### config.mk
export PLATFORM = sky130hd
export DESIGN_NAME = inverse_distance_weight_interp_flat
export DESIGN_NICKNAME = d
export VERILOG_FILES = /design/src/idw_pkg.sv /design/src/idw_in_if.sv /design/src/idw_out_if.sv /design/src/idw_cfg_if.sv /design/src/inverse_distance_weight_interp.sv /design/src/flat_wrapper.sv
export SDC_FILE = /design/constraint.sdc
export NUM_CORES = 1
export LEC_CHECK = 0
export BUFFER_PORTS_ARGS = -buffer_cell sky130_fd_sc_hd__buf_2
export CORE_UTILIZATION = 31
export DETAILED_ROUTE_END_ITERATION = 8
export GPL_TIMING_DRIVEN = 0
export HOLD_SLACK_MARGIN = 0.06
export SYNTH_ARGS = -nofsm -noshare
export SYNTH_HDL_FRONTEND = slang
export SYNTH_SLANG_ARGS = --single-unit
### constraint.sdc
create_clock -name clk -period 20.6 [get_ports clk]
set_clock_uncertainty 0.15 [all_clocks]
set_input_delay 1.03 -clock clk [delete_from_list [all_inputs] [get_ports clk]]
set_output_delay 1.03 -clock clk [all_outputs]
set_load 0.05 [all_outputs]
### src/idw_pkg.sv
// Shared types and constants of the inverse distance weighting interpolator.
package idw_pkg;

  // Field widths
  localparam int unsigned DATA_W = 32;
  localparam int unsigned STAT_W = 2;
  localparam int unsigned WSUM_W = 64;
  localparam int unsigned WTSUM_W = 40;

  // Neighbors taken per query; the rest of a long run is ignored
  localparam int unsigned MAX_NEIGHBORS = 16;
  localparam int unsigned CNT_W = $clog2(MAX_NEIGHBORS + 1);

  // Radix-2 divider: one quotient bit per cycle
  localparam int unsigned DIV_STEPS = DATA_W;
  localparam int unsigned STEP_W = $clog2(DIV_STEPS);
  localparam int unsigned REM_W = WTSUM_W + 1;

  localparam logic [DATA_W-1:0] TOL_RESET = '1;

  // Result status codes
  localparam logic [STAT_W-1:0] ST_AVG = 2'd0;
  localparam logic [STAT_W-1:0] ST_EXACT = 2'd1;
  localparam logic [STAT_W-1:0] ST_NONE = 2'd2;

  typedef enum logic [2:0] {
    S_IDLE,
    S_RECIP,
    S_ACCUM,
    S_FINAL,
    S_QUOT,
    S_DONE
  } idw_state_t;

endpackage

### src/idw_in_if.sv
// Neighbor input channel: valid/ready with distance, value and end-of-run flag.
interface idw_in_if
  import idw_pkg::*;
();
  logic                     valid;
  logic                     ready;
  logic [DATA_W-1:0]        distance;
  logic signed [DATA_W-1:0] sample_value;
  logic                     last;

  modport source(output valid, distance, sample_value, last, input ready);
  modport sink(input valid, distance, sample_value, last, output ready);
endinterface

### src/idw_out_if.sv
// Result channel: valid/ready with interpolated value and status.
interface idw_out_if
  import idw_pkg::*;
();
  logic                     valid;
  logic                     ready;
  logic signed [DATA_W-1:0] interpolated;
  logic [STAT_W-1:0]        status;

  modport source(output valid, interpolated, status, input ready);
  modport sink(input valid, interpolated, status, output ready);
endinterface

### src/idw_cfg_if.sv
// Configuration write channel carrying the tolerance register.
interface idw_cfg_if
  import idw_pkg::*;
();
  logic              valid;
  logic              ready;
  logic [DATA_W-1:0] tolerance;

  modport source(output valid, tolerance, input ready);
  modport sink(input valid, tolerance, output ready);
endinterface

### src/inverse_distance_weight_interp.sv
// Neighbor item with a weight to compute: accept, divider/multiplier steps in S_RECIP, add.
// Dropped, exact-hit or over-count neighbor: accept only. A last item then passes S_FINAL,
// and the final quotient steps in S_QUOT if an average is formed, before the result registers.
// The single radix-2 divider, one bit per cycle, sets the pace; the multiply rides along.
// The result register lets the next query start while a result waits to be taken.
// rst_n (synchronous, active low) clears the accumulators and sets tolerance to all ones.
module inverse_distance_weight_interp
  import idw_pkg::*;
(
  input  logic      clk,
  input  logic      rst_n,
  idw_in_if.sink    in_item,
  idw_out_if.source out_item,
  idw_cfg_if.sink   cfg_wr
);

  idw_state_t state_r, state_nxt;

  logic [DATA_W-1:0]        tol_r;
  logic [CNT_W-1:0]         cnt_r, cnt_nxt;
  logic                     kept_r, kept_nxt;
  logic                     exact_r, exact_nxt;
  logic [DATA_W-1:0]        exval_r, exval_nxt;
  logic signed [WSUM_W-1:0] wsum_r, wsum_nxt;
  logic [WTSUM_W-1:0]       wtsum_r, wtsum_nxt;
  logic                     last_r, last_nxt;
  logic signed [DATA_W-1:0] v_r, v_nxt;
  logic [REM_W-1:0]         rem_r, rem_nxt;
  logic [WTSUM_W-1:0]       div_r, div_nxt;
  logic [DATA_W-1:0]        dvd_r, dvd_nxt;
  logic [DATA_W-1:0]        q_r, q_nxt;
  logic signed [WSUM_W-1:0] prod_r, prod_nxt;
  logic                     sat_r, sat_nxt;
  logic                     neg_r, neg_nxt;
  logic                     ovf_r, ovf_nxt;
  logic [STEP_W-1:0]        step_r, step_nxt;
  logic [DATA_W-1:0]        res_r, res_nxt;
  logic [STAT_W-1:0]        st_r, st_nxt;
  logic                     ov_r, ov_nxt;
  logic [DATA_W-1:0]        oval_r, oval_nxt;
  logic [STAT_W-1:0]        ost_r, ost_nxt;

  // Divider step and Horner multiply on the fresh quotient bit
  logic [REM_W-1:0]         shifted;
  logic                     ge;
  logic                     qbit;
  logic [REM_W-1:0]         rem_step;
  logic [DATA_W-1:0]        q_step;
  logic signed [WSUM_W-1:0] prod_step;

  // Accumulation and final-division setup
  logic signed [WSUM_W:0]   sum65;
  logic [WTSUM_W:0]         wt41;
  logic [WSUM_W-1:0]        mag;
  logic                     in_acc;
  logic                     take;

  assign shifted   = {rem_r[REM_W-2:0], dvd_r[DATA_W-1]};
  assign ge        = shifted >= {1'b0, div_r};
  assign qbit      = sat_r | ge;
  assign rem_step  = ge ? (shifted - {1'b0, div_r}) : shifted;
  assign q_step    = {q_r[DATA_W-2:0], qbit};
  assign prod_step = {prod_r[WSUM_W-2:0], 1'b0}
                   + (qbit ? {{(WSUM_W-DATA_W){v_r[DATA_W-1]}}, v_r} : {WSUM_W{1'b0}});

  assign sum65 = {wsum_r[WSUM_W-1], wsum_r} + {prod_r[WSUM_W-1], prod_r};
  assign wt41  = {1'b0, wtsum_r} + {{(REM_W-DATA_W){1'b0}}, q_r};
  assign mag   = wsum_r[WSUM_W-1] ? (~wsum_r + 1'b1) : wsum_r;

  assign in_item.ready = (state_r == S_IDLE);
  assign in_acc        = in_item.valid & in_item.ready;
  assign take          = cnt_r < CNT_W'(MAX_NEIGHBORS);

  assign cfg_wr.ready = 1'b1;

  assign out_item.valid        = ov_r;
  assign out_item.interpolated = oval_r;
  assign out_item.status       = ost_r;

  // State and control registers
  always_ff @(posedge clk) begin
    if (!rst_n) begin
      state_r <= S_IDLE;
      tol_r   <= TOL_RESET;
      cnt_r   <= '0;
      kept_r  <= 1'b0;
      exact_r <= 1'b0;
      wsum_r  <= '0;
      wtsum_r <= '0;
      ov_r    <= 1'b0;
    end else begin
      state_r <= state_nxt;
      if (cfg_wr.valid) begin
        tol_r <= cfg_wr.tolerance;
      end
      cnt_r   <= cnt_nxt;
      kept_r  <= kept_nxt;
      exact_r <= exact_nxt;
      wsum_r  <= wsum_nxt;
      wtsum_r <= wtsum_nxt;
      ov_r    <= ov_nxt;
    end
  end

  // Datapath registers
  always_ff @(posedge clk) begin
    exval_r <= exval_nxt;
    last_r  <= last_nxt;
    v_r     <= v_nxt;
    rem_r   <= rem_nxt;
    div_r   <= div_nxt;
    dvd_r   <= dvd_nxt;
    q_r     <= q_nxt;
    prod_r  <= prod_nxt;
    sat_r   <= sat_nxt;
    neg_r   <= neg_nxt;
    ovf_r   <= ovf_nxt;
    step_r  <= step_nxt;
    res_r   <= res_nxt;
    st_r    <= st_nxt;
    oval_r  <= oval_nxt;
    ost_r   <= ost_nxt;
  end

  // Sequencer
  always_comb begin
    state_nxt = state_r;
    cnt_nxt   = cnt_r;
    kept_nxt  = kept_r;
    exact_nxt = exact_r;
    exval_nxt = exval_r;
    wsum_nxt  = wsum_r;
    wtsum_nxt = wtsum_r;
    last_nxt  = last_r;
    v_nxt     = v_r;
    rem_nxt   = rem_r;
    div_nxt   = div_r;
    dvd_nxt   = dvd_r;
    q_nxt     = q_r;
    prod_nxt  = prod_r;
    sat_nxt   = sat_r;
    neg_nxt   = neg_r;
    ovf_nxt   = ovf_r;
    step_nxt  = step_r;
    res_nxt   = res_r;
    st_nxt    = st_r;
    oval_nxt  = oval_r;
    ost_nxt   = ost_r;
    ov_nxt    = ov_r & ~out_item.ready;

    unique case (state_r)
      S_IDLE: begin
        if (in_acc) begin
          last_nxt = in_item.last;
          if (in_item.last) begin
            state_nxt = S_FINAL;
          end
          if (take) begin
            cnt_nxt = cnt_r + 1'b1;
            if (in_item.distance <= tol_r) begin
              kept_nxt = 1'b1;
              if (!exact_r) begin
                if (in_item.distance == '0) begin
                  exact_nxt = 1'b1;
                  exval_nxt = in_item.sample_value;
                end else begin
                  // 2^32 / d: remainder starts at the leading one, zeros shift in
                  rem_nxt   = REM_W'(1);
                  div_nxt   = {{(WTSUM_W-DATA_W){1'b0}}, in_item.distance};
                  dvd_nxt   = '0;
                  sat_nxt   = (in_item.distance == DATA_W'(1));
                  v_nxt     = in_item.sample_value;
                  prod_nxt  = '0;
                  q_nxt     = '0;
                  step_nxt  = '0;
                  state_nxt = S_RECIP;
                end
              end
            end
          end
        end
      end

      S_RECIP: begin
        rem_nxt  = rem_step;
        dvd_nxt  = {dvd_r[DATA_W-2:0], 1'b0};
        q_nxt    = q_step;
        prod_nxt = prod_step;
        step_nxt = step_r + 1'b1;
        if (step_r == STEP_W'(DIV_STEPS - 1)) begin
          state_nxt = S_ACCUM;
        end
      end

      S_ACCUM: begin
        // Saturating adds into both sums
        if (sum65[WSUM_W] != sum65[WSUM_W-1]) begin
          wsum_nxt = sum65[WSUM_W] ? {1'b1, {(WSUM_W-1){1'b0}}} : {1'b0, {(WSUM_W-1){1'b1}}};
        end else begin
          wsum_nxt = sum65[WSUM_W-1:0];
        end
        wtsum_nxt = wt41[WTSUM_W] ? {WTSUM_W{1'b1}} : wt41[WTSUM_W-1:0];
        state_nxt = last_r ? S_FINAL : S_IDLE;
      end

      S_FINAL: begin
        priority if (exact_r) begin
          res_nxt   = exval_r;
          st_nxt    = ST_EXACT;
          state_nxt = S_DONE;
        end else if (!kept_r) begin
          res_nxt   = '0;
          st_nxt    = ST_NONE;
          state_nxt = S_DONE;
        end else if (wtsum_r == '0) begin
          res_nxt   = '0;
          st_nxt    = ST_AVG;
          state_nxt = S_DONE;
        end else begin
          // |sum| / weight: upper half seeds the remainder, lower half shifts in
          neg_nxt   = wsum_r[WSUM_W-1];
          ovf_nxt   = {{(WTSUM_W-DATA_W){1'b0}}, mag[WSUM_W-1:DATA_W]} >= wtsum_r;
          rem_nxt   = {{(REM_W-DATA_W){1'b0}}, mag[WSUM_W-1:DATA_W]};
          dvd_nxt   = mag[DATA_W-1:0];
          div_nxt   = wtsum_r;
          sat_nxt   = 1'b0;
          v_nxt     = '0;
          prod_nxt  = '0;
          q_nxt     = '0;
          step_nxt  = '0;
          state_nxt = S_QUOT;
        end
      end

      S_QUOT: begin
        rem_nxt  = rem_step;
        dvd_nxt  = {dvd_r[DATA_W-2:0], 1'b0};
        q_nxt    = q_step;
        step_nxt = step_r + 1'b1;
        if (step_r == STEP_W'(DIV_STEPS - 1)) begin
          // Clamp to the signed 32-bit range
          if (neg_r) begin
            if (ovf_r || (q_step > {1'b1, {(DATA_W-1){1'b0}}})) begin
              res_nxt = {1'b1, {(DATA_W-1){1'b0}}};
            end else begin
              res_nxt = ~q_step + 1'b1;
            end
          end else begin
            if (ovf_r || q_step[DATA_W-1]) begin
              res_nxt = {1'b0, {(DATA_W-1){1'b1}}};
            end else begin
              res_nxt = q_step;
            end
          end
          st_nxt    = ST_AVG;
          state_nxt = S_DONE;
        end
      end

      S_DONE: begin
        // Hand over to the result register, then clear the query
        if (!ov_r || out_item.ready) begin
          ov_nxt    = 1'b1;
          oval_nxt  = res_r;
          ost_nxt   = st_r;
          cnt_nxt   = '0;
          kept_nxt  = 1'b0;
          exact_nxt = 1'b0;
          exval_nxt = '0;
          wsum_nxt  = '0;
          wtsum_nxt = '0;
          state_nxt = S_IDLE;
        end
      end

      default: begin
        state_nxt = S_IDLE;
      end
    endcase
  end

endmodule

### src/flat_wrapper.sv
// flat-port wrapper written by rule: the top's interface ports become plain ports
module inverse_distance_weight_interp_flat import idw_pkg::*;
  (clk, rst_n, in_item_valid, in_item_distance, in_item_sample_value, in_item_last, in_item_ready, out_item_valid, out_item_interpolated, out_item_status, out_item_ready, cfg_wr_valid, cfg_wr_tolerance, cfg_wr_ready);
  idw_in_if in_item_i ();
  idw_out_if out_item_i ();
  idw_cfg_if cfg_wr_i ();
  input  logic clk;
  input  logic rst_n;
  input wire logic [$bits(in_item_i.valid)-1:0] in_item_valid;
  input wire logic [$bits(in_item_i.distance)-1:0] in_item_distance;
  input wire logic [$bits(in_item_i.sample_value)-1:0] in_item_sample_value;
  input wire logic [$bits(in_item_i.last)-1:0] in_item_last;
  output wire logic [$bits(in_item_i.ready)-1:0] in_item_ready;
  output wire logic [$bits(out_item_i.valid)-1:0] out_item_valid;
  output wire logic [$bits(out_item_i.interpolated)-1:0] out_item_interpolated;
  output wire logic [$bits(out_item_i.status)-1:0] out_item_status;
  input wire logic [$bits(out_item_i.ready)-1:0] out_item_ready;
  input wire logic [$bits(cfg_wr_i.valid)-1:0] cfg_wr_valid;
  input wire logic [$bits(cfg_wr_i.tolerance)-1:0] cfg_wr_tolerance;
  output wire logic [$bits(cfg_wr_i.ready)-1:0] cfg_wr_ready;
  assign in_item_i.valid = in_item_valid;
  assign in_item_i.distance = in_item_distance;
  assign in_item_i.sample_value = in_item_sample_value;
  assign in_item_i.last = in_item_last;
  assign in_item_ready = in_item_i.ready;
  assign out_item_valid = out_item_i.valid;
  assign out_item_interpolated = out_item_i.interpolated;
  assign out_item_status = out_item_i.status;
  assign out_item_i.ready = out_item_ready;
  assign cfg_wr_i.valid = cfg_wr_valid;
  assign cfg_wr_i.tolerance = cfg_wr_tolerance;
  assign cfg_wr_ready = cfg_wr_i.ready;
  inverse_distance_weight_interp u_core (.clk(clk), .rst_n(rst_n), .in_item(in_item_i), .out_item(out_item_i), .cfg_wr(cfg_wr_i));
endmodule
Word-level counts from Yosys, hierarchy flattened
Index checks and enable logic that the tools add are counted.
{ "word_totals": {"word_cells": 217, "out_inout_bits": 37, "reg_bits": 496} }
{ "op_classes": {"order_cmp": 5, "n_addsub": 8, "n_bitwise": 8, "n_eq_ne": 21, "mux": 125, "reduce_logical": 26} }
{ "ops": {"columns": ["operator", "count"], "rows": [
  ["32-bit 2-to-1 mux", 29],
  ["64-bit 2-to-1 mux", 13],
  ["40-bit 2-to-1 mux", 19],
  ["32-bit case mux with 2 select lines", 3],
  ["32-bit case mux with 3 select lines", 2],
  ["64-bit case mux with 3 select lines", 1],
  ["40-bit case mux with 2 select lines", 2],
  ["64-bit case mux with 2 select lines", 1],
  ["40-bit case mux with 3 select lines", 1],
  ["64-bit by 64-bit adder with 65-bit output", 1],
  ["64-bit by 1-bit adder with 64-bit output (second input constant)", 1],
  ["64-bit adder", 1],
  ["64-bit inverter", 1],
  ["5-bit 2-to-1 mux", 11],
  ["40-bit by 32-bit adder with 41-bit output", 1],
  ["41-bit by 40-bit >= comparator with 1-bit output", 1],
  ["32-bit by 40-bit >= comparator with 1-bit output", 1],
  ["40-bit zero test", 1],
  ["40-bit subtractor", 1],
  ["3-bit 2-to-1 mux", 11],
  ["32-bit by 1-bit adder with 32-bit output (second input constant)", 1],
  ["32-bit by 1-bit equality test with 1-bit output (second input constant)", 1],
  ["32-bit greater-than comparator (second input constant)", 1],
  ["32-bit <= comparator", 1],
  ["other kinds (34)", 87]
]} }

Depth between registers and ports, before layout
Gate-level depths: netlist (run 1).
{ "depth": {"ltp_word": 8, "depth_mapped": 26} }

Worst setup path before layout (run 1)
OpenSTA, ideal clock, no wires.
{ "synth_timing": {"path_kind": "input to register", "startpoint": "input port in_item_distance[1]", "endpoint": "register u_core.dvd_r[0], enable pin", "arrival_ns": 8.591, "setup_ns": 0.642, "path_slack_ns": 11.218, "t_required_ns": 19.808, "cell_stages": 12, "n_path_buf": 0, "path_cell_list": "ha_1 nor2b_1 o21a_1 o21a_1 o21a_1 o21a_1 o211ai_1 a31oi_1 o21a_1 or3_1 or2_2 a31oi_1"} }
{ "synth_between": {"elab_chain_cells": 3, "word_cells_on_any_way": 5} }
{ "synth_lines": {"columns": ["element", "line", "rtl"], "rows": [
  ["from (decl)", "flat_wrapper.sv:10", "input wire logic [$bits(in_item_i.distance)-1:0] in_item_distance;"],
  ["32-bit <= comparator / 32-bit zero test (equally long branches)", "inverse_distance_weight_interp.sv:160, inverse_distance_weight_interp.sv:163", null],
  ["2-bit != test (no source line)", null, null],
  ["9-bit AND reduction (no source line) (*)", null, null],
  ["to (signal assigned)", "inverse_distance_weight_interp.sv:112", "dvd_r <= dvd_nxt;"],
  ["to (decl)", "inverse_distance_weight_interp.sv:30", "logic [DATA_W-1:0] dvd_r, dvd_nxt;"]
]} }
Every way passes the cells marked *; elsewhere a longest branch is shown, timed or not.
A chain may end at the register's enable or synchronous reset.

Final worst setup path (run 1)
{ "layout_timing": {"startpoint": "register u_core.rem_r[11]", "endpoint": "register u_core.prod_r[63] (data pin)"} }
{ "layout_between": {"elab_chain_cells": 5} }
{ "layout_lines": {"columns": ["element", "line", "rtl"], "rows": [
  ["from (decl)", "inverse_distance_weight_interp.sv:28", "logic [REM_W-1:0] rem_r, rem_nxt;"],
  ["from (signal assigned)", "inverse_distance_weight_interp.sv:110", "rem_r <= rem_nxt;"],
  ["41-bit by 40-bit >= comparator with 1-bit output", "inverse_distance_weight_interp.sv:59", "assign ge = shifted >= {1'b0, div_r};"],
  ["1-bit OR", "inverse_distance_weight_interp.sv:60", "assign qbit = sat_r | ge;"],
  ["64-bit 2-to-1 mux", "inverse_distance_weight_interp.sv:64", "+ (qbit ? {{(WSUM_W-DATA_W){v_r[DATA_W-1]}}, v_r} : {WSUM_W{1'b0}});"],
  ["64-bit adder", "inverse_distance_weight_interp.sv:64", null],
  ["64-bit case mux with 3 select lines", "inverse_distance_weight_interp.sv:151", "unique case (state_r)"],
  ["to (signal assigned)", "inverse_distance_weight_interp.sv:114", "prod_r <= prod_nxt;"],
  ["to (decl)", "inverse_distance_weight_interp.sv:32", "logic signed [WSUM_W-1:0] prod_r, prod_nxt;"]
]} }
Every way passes these cells.

==> results of run 1 <==
-- sequential cells by signal, indices dropped and copies added (netlist names), 2 cells and up --
name,count
u_core.state_r,3
u_core.exval_r,32
u_core.wtsum_r,40
u_core.st_r,2
u_core.cnt_r,5
u_core.tol_r,32
u_core.rem_r,40
u_core.v_r,32
u_core.step_r,5
u_core.out_item.interpolated,32
u_core.wsum_r,64
u_core.div_r,40
u_core.out_item.status,2
u_core.dvd_r,32
u_core.prod_r,64
u_core.q_r,32
u_core.res_r,32
-- per-stage QoR --
stage | worst slack (ns) | cell area (sq um) | std cells | power [mW]
2_1_floorplan | 11.22 | 33400 | 3613 | 2.67
3_3_place_gp | 7.83 | 35800 | 5139 | 3.19
5_1_grt | 11.49 | 37900 | 5260 | 4.50
3_5_place_dp | 11.90 | 36000 | 5153 | 3.19
6_report | 11.77 | 37900 | 5260 | 4.25
4_1_cts | 11.86 | 37900 | 5260 | 4.24
-- worst max path at each step --
stage / slack (ns) / end / from / depth (start not counted)
after floorplan: 11.22 / u_core.dvd_r[0]$_DFFE_PP_ / in_item_distance[1] / 12
after global placement: 7.83 / u_core.q_r[26]$_SDFFCE_PP0P_ / in_item_distance[1] / 13
after detailed placement: 11.90 / u_core.prod_r[63]$_SDFFCE_PN0P_ / u_core.rem_r[11]$_DFFE_PP_ / 23
after CTS: 11.86 / u_core.prod_r[63]$_SDFFCE_PN0P_ / u_core.rem_r[11]$_DFFE_PP_ / 23
after global routing: 11.49 / u_core.prod_r[63]$_SDFFCE_PN0P_ / u_core.rem_r[11]$_DFFE_PP_ / 23
final: 11.77 / u_core.prod_r[63]$_SDFFCE_PN0P_ / u_core.rem_r[11]$_DFFE_PP_ / 23
-- logic make-up (layout without fill, tap and decap cells) --
kind of cell    count (synthesis)  in the layout  synth area share [%]
mux                            24             24                 0.724
buf+inv                       349            605                  4.16
other cells                     1              1                0.0112
xor+xnor                      242            242                  6.35
flops                         496            496                  40.2
compound gates               1112           1112                  22.0
simple gates                 1149           1149                  17.4
fa+ha+maj                     240            240                  9.09
-- routing by layer --
metal,vias to the layer above,track usage (%),share of wire (%)
li1,13900,-,-
met1,13800,25.1,44
met2,813,32.4,47
met3,173,2.56,5.5
met4,4,6.85,3.5
met5,-,0,0.021
-- layout by cell type, fill, tap and decap left out, types with 21 or more instances in the layout --
cell type	instances
mux2i_1	23
or3_1	42
xor2_1	99
nand3_1	94
ha_1	236
edfxtp_1	349
o21bai_1	29
dfxtp_1	147
inv_1	167
buf_2	139
o211ai_1	59
nor3_1	84
or4_1	25
nand2b_1	29
nor4_1	36
nor2b_1	53
a311oi_1	21
clkbuf_1	159
and2_1	117
xnor2_1	143
and3_1	23
nor2_1	231
o31ai_1	41
nand2_1	291
nand4_1	53
a21oi_1	289
a21o_1	82
clkbuf_16	60
a31oi_1	25
o21a_1	44
a211oi_1	46
o21ai_0	253
a221o_1	65
-- power groups by stage --
stage	clock (mW)	sequential [mW]	combinational [mW]
finish	1.05	1.43	1.77
CTS	1.06	1.43	1.75
global placement	0	1.48	1.70
detailed placement	0	1.45	1.74
floorplan	0	1.40	1.28
global route	1.10	1.45	1.95
-- critical path, delay by kind of cell, from the launching register on --
family	cells	cell delay (ns)
xor gates and xnor gates	1	0.20
DFF	1	0.44
AOI/OAI and AO/OA	9	3.19
adders and majority gates	3	1.08
buffers and inverters	3	1.58
and+or+nand+nor	7	1.89
-- final cells by class --
cell class	count	share of cell area, %
multi-input combinational	2768	49.0
timing repair buffer	149	2.34
tap	1391	4.59
sequential	496	35.4
buffer	176	1.94
clock inverter	37	0.907
inverter	173	1.71
clock buffer	70	4.14
==> run metrics, run 1 <==
share of the yosys chip area belonging to registers 40.2%; CP Data Required Time 20.79 ns; GRT Total Usage 19.2%; die area 0.109 sq mm; Max VDD drop 0.0000673 V; Final Hold Slack 0.264 ns; Final Cycle Share 42.9%; Crit. End Element register; FF-to-FF End u_core.prod_r[63]$_SDFFCE_PN0P_; Period minus WS final 8.83 ns; Synthesis Warnings 0; DR DRC count 0; dpl hpwl 84900 um; worst hold stages 0; post-synth cell types 95; R2R Setup Slk 11.77 ns; vias in the first global route 27.3k; worst path cell trace ha_1, nand4_1, nor4_1, o41ai_1, nand4_1, a211o_4, clkbuf_1, clkbuf_1, and2_1, ha_1, inv_1, fa_1, nand2b_1, a21oi_1, a311oi_1, nor3b_1, o311ai_1, a2111oi_0, o22ai_1, o21ai_0, a41oi_1, xnor2_1, nor2_1; Sw Ratio 40.6%; status complete, no violations; final core utilization 35.8%; clock slew at reported path FFs 0.07 ns; CP max-delay cell clkbuf_1; f_max 113 MHz; Reg2Reg Depth 23; Worst slew margin 13.3%; critical path class reg -> reg; Gate Count Post-Synth 3613; core area 0.106 sq mm; FP Rows 119; register bit total from synthesis 496; CTS tree built; prevailing post-synth register cell edfxtp_1; starting density of the core 31.5%; type of origin of the critical path register; grt ovf 0; htree depth 2; Layout fillers 10.9k; Avg Cell Area, Syn 9.23 sq um; Slew Viols, Final 0; commonest cells in the netlist edfxtp_1 (349), nand2_1 (291), a21oi_1 (289), o21ai_0 (253), ha_1 (236); number of buffers added on ports 135; hold worst-path end u_core.out_item.interpolated[26]$_DFFE_PP_; hold crit path type reg -> reg; Final Hold Fails 0; PwrDens 112 mW/mm^2; clk sink count 496; area leader, netlist edfxtp_1; Internal Power 2.52 mW; P_sw 1.72 mW; # diodes 0; Flop pwr share 33.8%; Root Buffer clkbuf_16; Synth area leaders edfxtp_1 (31%), ha_1 (8.9%), dfxtp_1 (8.8%); die width 330 um; Arrival @ worst endpoint 9.02 ns; clock tree buffer depth 3; Post-synth EDFFs 349; largest net degree at the start of global routing 36; multi-input logic area 0.0186 sq mm; first-pass GRT wire length 163000 um; Leak 14.8 nW; die height 330 um; Post-Route WL 108000 um; final-stage net count 4163; io pins 139; min-delay src u_core.res_r[26]$_DFFE_PP_; layout cells sized above 1 8.25%; clock buffer count from CTS 57; Cell Area, Synth 0.0334 sq mm; P&R area growth vs syn 13.7%; clock power share 24.6%; Slowest Stage Delay on Critical Path 0.91 ns; Max-cap violations 0; antenna-violating nets left 0; Final GP Congestion 0.957; vias per cell 5.45; sequential cell area 0.0134 sq mm; Worst-Margin Slew 1.29 ns; cts-stage hold buffer count 0; Net Count, Synth 3955; CP Max Fanout 10; Clock Latency Late Sink 0.66 ns; Setup Total Neg Slack 0 ns; DR vias 28.7k; initial antenna violation count 2; length of the first detailed-routing pass in iterations 5; routed len/inst 20.5 um; Setup Buffers After CTS 0; unrepaired setup endpoints after global routing no; most frequent cell after synthesis edfxtp_1; # resized after CTS 0; Synth top area share 31.4%; Reg-to-Reg Start u_core.rem_r[11]$_DFFE_PP_; fraction of registers with async set/reset 0%; DR iter-0 viols 2121; Comb pwr share 41.6%; final setup violation count 0
No activity file was read; power rests on OpenSTA's default activity.
==> run 2, diff against run 1 <==
- clock period: 20.6 -> 7.4 ns (I/O delays scaled with it)
==> run 2 against run 1 <==
Flip-flop and latch count unchanged. Total power rose to 2.9 times the previous value. Core utilization up 1.2 points. Critical path depth unchanged.
==> run metrics, run 2 (synthesized netlist as in run 1, its figures left out) <==
clock slew at reported path FFs 0.06 ns (was 0.07 ns); type of origin of the critical path register (unchanged); Post-Route WL 110000 um (was 108000 um); final setup violation count 0 (unchanged); CP Max Fanout 10 (unchanged); Worst slew margin 6.69% (was 13.3%); grt ovf 0 (unchanged); htree depth 2 (unchanged); Arrival @ worst endpoint 7.40 ns (was 9.02 ns); number of buffers added on ports 135 (unchanged); GRT Total Usage 19.7% (was 19.2%); Period minus WS final 7.21 ns (was 8.83 ns); dpl cells 5150 (was 5153); hold crit path type in -> reg (was reg -> reg); DR DRC count 0 (unchanged); initial antenna violation count 2 (unchanged); Max-cap violations 0 (unchanged); first-pass GRT wire length 167000 um (was 163000 um); DR iter-0 viols 2514 (was 2121); FP Rows 119 (unchanged); # diodes 0 (unchanged); highest metal used met5 (unchanged); met2 WL 51400 um (was 51000 um); CTS tree built (unchanged); final-stage net count 4260 (was 4163); Max VDD drop 0.000182 V (was 0.0000673 V); Clock Latency Late Sink 0.65 ns (was 0.66 ns); Final Non-Filler Cells 5358 (was 5260); io pins 139 (unchanged); Final Cycle Share 97.4% (was 42.9%); most common cell after layout, fill and taps aside edfxtp_1 (unchanged); die area 0.109 sq mm (unchanged); Layout fillers 10.6k (was 10.9k); CP Data Required Time 7.59 ns (was 20.79 ns); Slew Viols, Final 0 (unchanged); starting density of the core 31.5% (unchanged); M1 WL 47700 um (was 46900 um); Final GP Congestion 0.943 (was 0.957); clock buffer count from CTS 57 (unchanged); Worst-Margin Slew 1.39 ns (was 1.29 ns); PwrDens 310 mW/mm^2 (was 112 mW/mm^2); antenna-violating nets left 0 (unchanged); largest net degree at the start of global routing 36 (unchanged); dpl ws -1.36 ns (was 11.90 ns); unrepaired setup endpoints after global routing no (unchanged); Final Hold Fails 0 (unchanged); DR vias 29.3k (was 28.7k); P&R area growth vs syn 17.4% (was 13.7%); clock tree buffer depth 3 (unchanged); Crit. End Element register (unchanged); length of the first detailed-routing pass in iterations 6 (was 5); routed len/inst 20.5 um (about the same); Root Buffer clkbuf_16 (unchanged); vias per cell 5.47 (was 5.45); critical path class reg -> reg (unchanged); status complete, no violations (unchanged); PnR worst setup slack 0.191 ns (was 11.77 ns); vias in the first global route 28.3k (was 27.3k); core area 0.106 sq mm (unchanged); Top Registers u_core.prod_r: 64 flops, u_core.wsum_r: 64 flops (unchanged); dpl hpwl 84900 um (about the same); clk sink count 496 (unchanged); die width 330 um (unchanged); commonest cells after routing, fill and taps aside edfxtp_1 (349), nand2_1 (291), a21oi_1 (288), o21ai_0 (253), ha_1 (236) (was edfxtp_1 (349), nand2_1 (291), a21oi_1 (289), o21ai_0 (253), ha_1 (236)); Leak 15.3 nW (was 14.8 nW); die height 330 um (unchanged); layout cells sized above 1 8.37% (was 8.25%); f_max 139 MHz (was 113 MHz); routed length on met3 6440 um (was 5910 um)
==> run 2: cell count changes in the layout (fill, tap and decap cells not counted), sizes merged <==
cell,delta
dlygate4sd3,+99
bufinv,+7
clkinv,-7
clkbuf,-2
buf,-1
clkinvlp,+1
inv,+1
==> run 2: critical path, stage by stage (launching register included) <==
cell       delay, ns
edfxtp_1        0.40
ha_1            0.42
nand4_1         0.25
nor4_2          0.44
o41ai_1         0.20
nand4_1         0.19
a211o_4         0.28
buf_4           0.34
clkbuf_4        0.32
and2_1          0.16
ha_1            0.19
inv_1           0.07
fa_1            0.40
nand2b_1        0.18
a21oi_2         0.27
a311oi_2        0.23
nor3b_1         0.41
o311ai_1        0.32
a2111oi_2       0.58
o22ai_1         0.26
o21ai_0         0.34
a41oi_1         0.19
xnor2_1         0.21
nor2_1          0.09
==> run 2: per-layer routing <==
metal | vias up | global-route usage (%)
met5 | - | 0
met4 | 4 | 7.62
met3 | 215 | 2.90
met2 | 915 | 32.7
met1 | 14000 | 25.7
li1 | 14100 | -
==> run 2: timing repair <==
action	4_1_cts	5_1_grt
cloned	0	0
hold buffers	99	0
resized for setup	8	7
hold endpoints to repair	129	0
buffers inserted	1	0
endpoints found under the setup margin	32	9
pin swaps	1	0
==> run 2: area by class of cell <==
| class | count | area [sq um] | share of cell area [%] |
|---|---|---|---|
| plain buffers | 176 | 744 | 1.90 |
| well taps | 1391 | 1740 | 4.44 |
| clock inverters | 39 | 529 | 1.35 |
| flip-flops and latches | 496 | 13400 | 34.3 |
| inverters | 173 | 649 | 1.66 |
| clock buffers | 69 | 1550 | 3.95 |
| multi-input cells | 2768 | 18600 | 47.6 |
| repair buffers | 246 | 1890 | 4.84 |
==> run 2: final timing paths <==
path	depth (start not counted)	to	from	slack, ns
hold / removal	3	u_core.div_r[0]$_DFFE_PP_	in_item_distance[0]	0.10
hold reg to reg	0	u_core.out_item.interpolated[29]$_DFFE_PP_	u_core.res_r[29]$_DFFE_PP_	0.27
setup / recovery	23	u_core.prod_r[63]$_SDFFCE_PN0P_	u_core.rem_r[11]$_DFFE_PP_	0.19
setup reg to reg	23	u_core.prod_r[63]$_SDFFCE_PN0P_	u_core.rem_r[11]$_DFFE_PP_	0.19
==> run 2: per-stage QoR <==
stage                     power (mW)  cell area (sq um)  utilization, %  hold WS, ns  setup TNS [ns]
final                           12.1              39200            36.9        0.103               0
after global routing            12.8              39200            36.9        0.103               0
after CTS                       12.1              39100            36.9       0.0843               0
after detailed placement        8.89              36000            34.0        0.255          -16.02
after global placement          8.85              35800            33.8        0.253         -260.42
after floorplan                 7.43              33400               -        0.250               0
==> run 2: power by group <==
group / switching, mW / total [mW] / internal, mW / leakage [nW]
clock: 1.26 / 3.14 / 1.88 / 1.00
combinational: 3.13 / 5.01 / 1.88 / 9.61
sequential: 0.446 / 3.99 / 3.54 / 4.66
total: 4.84 / 12.1 / 7.31 / 15.3
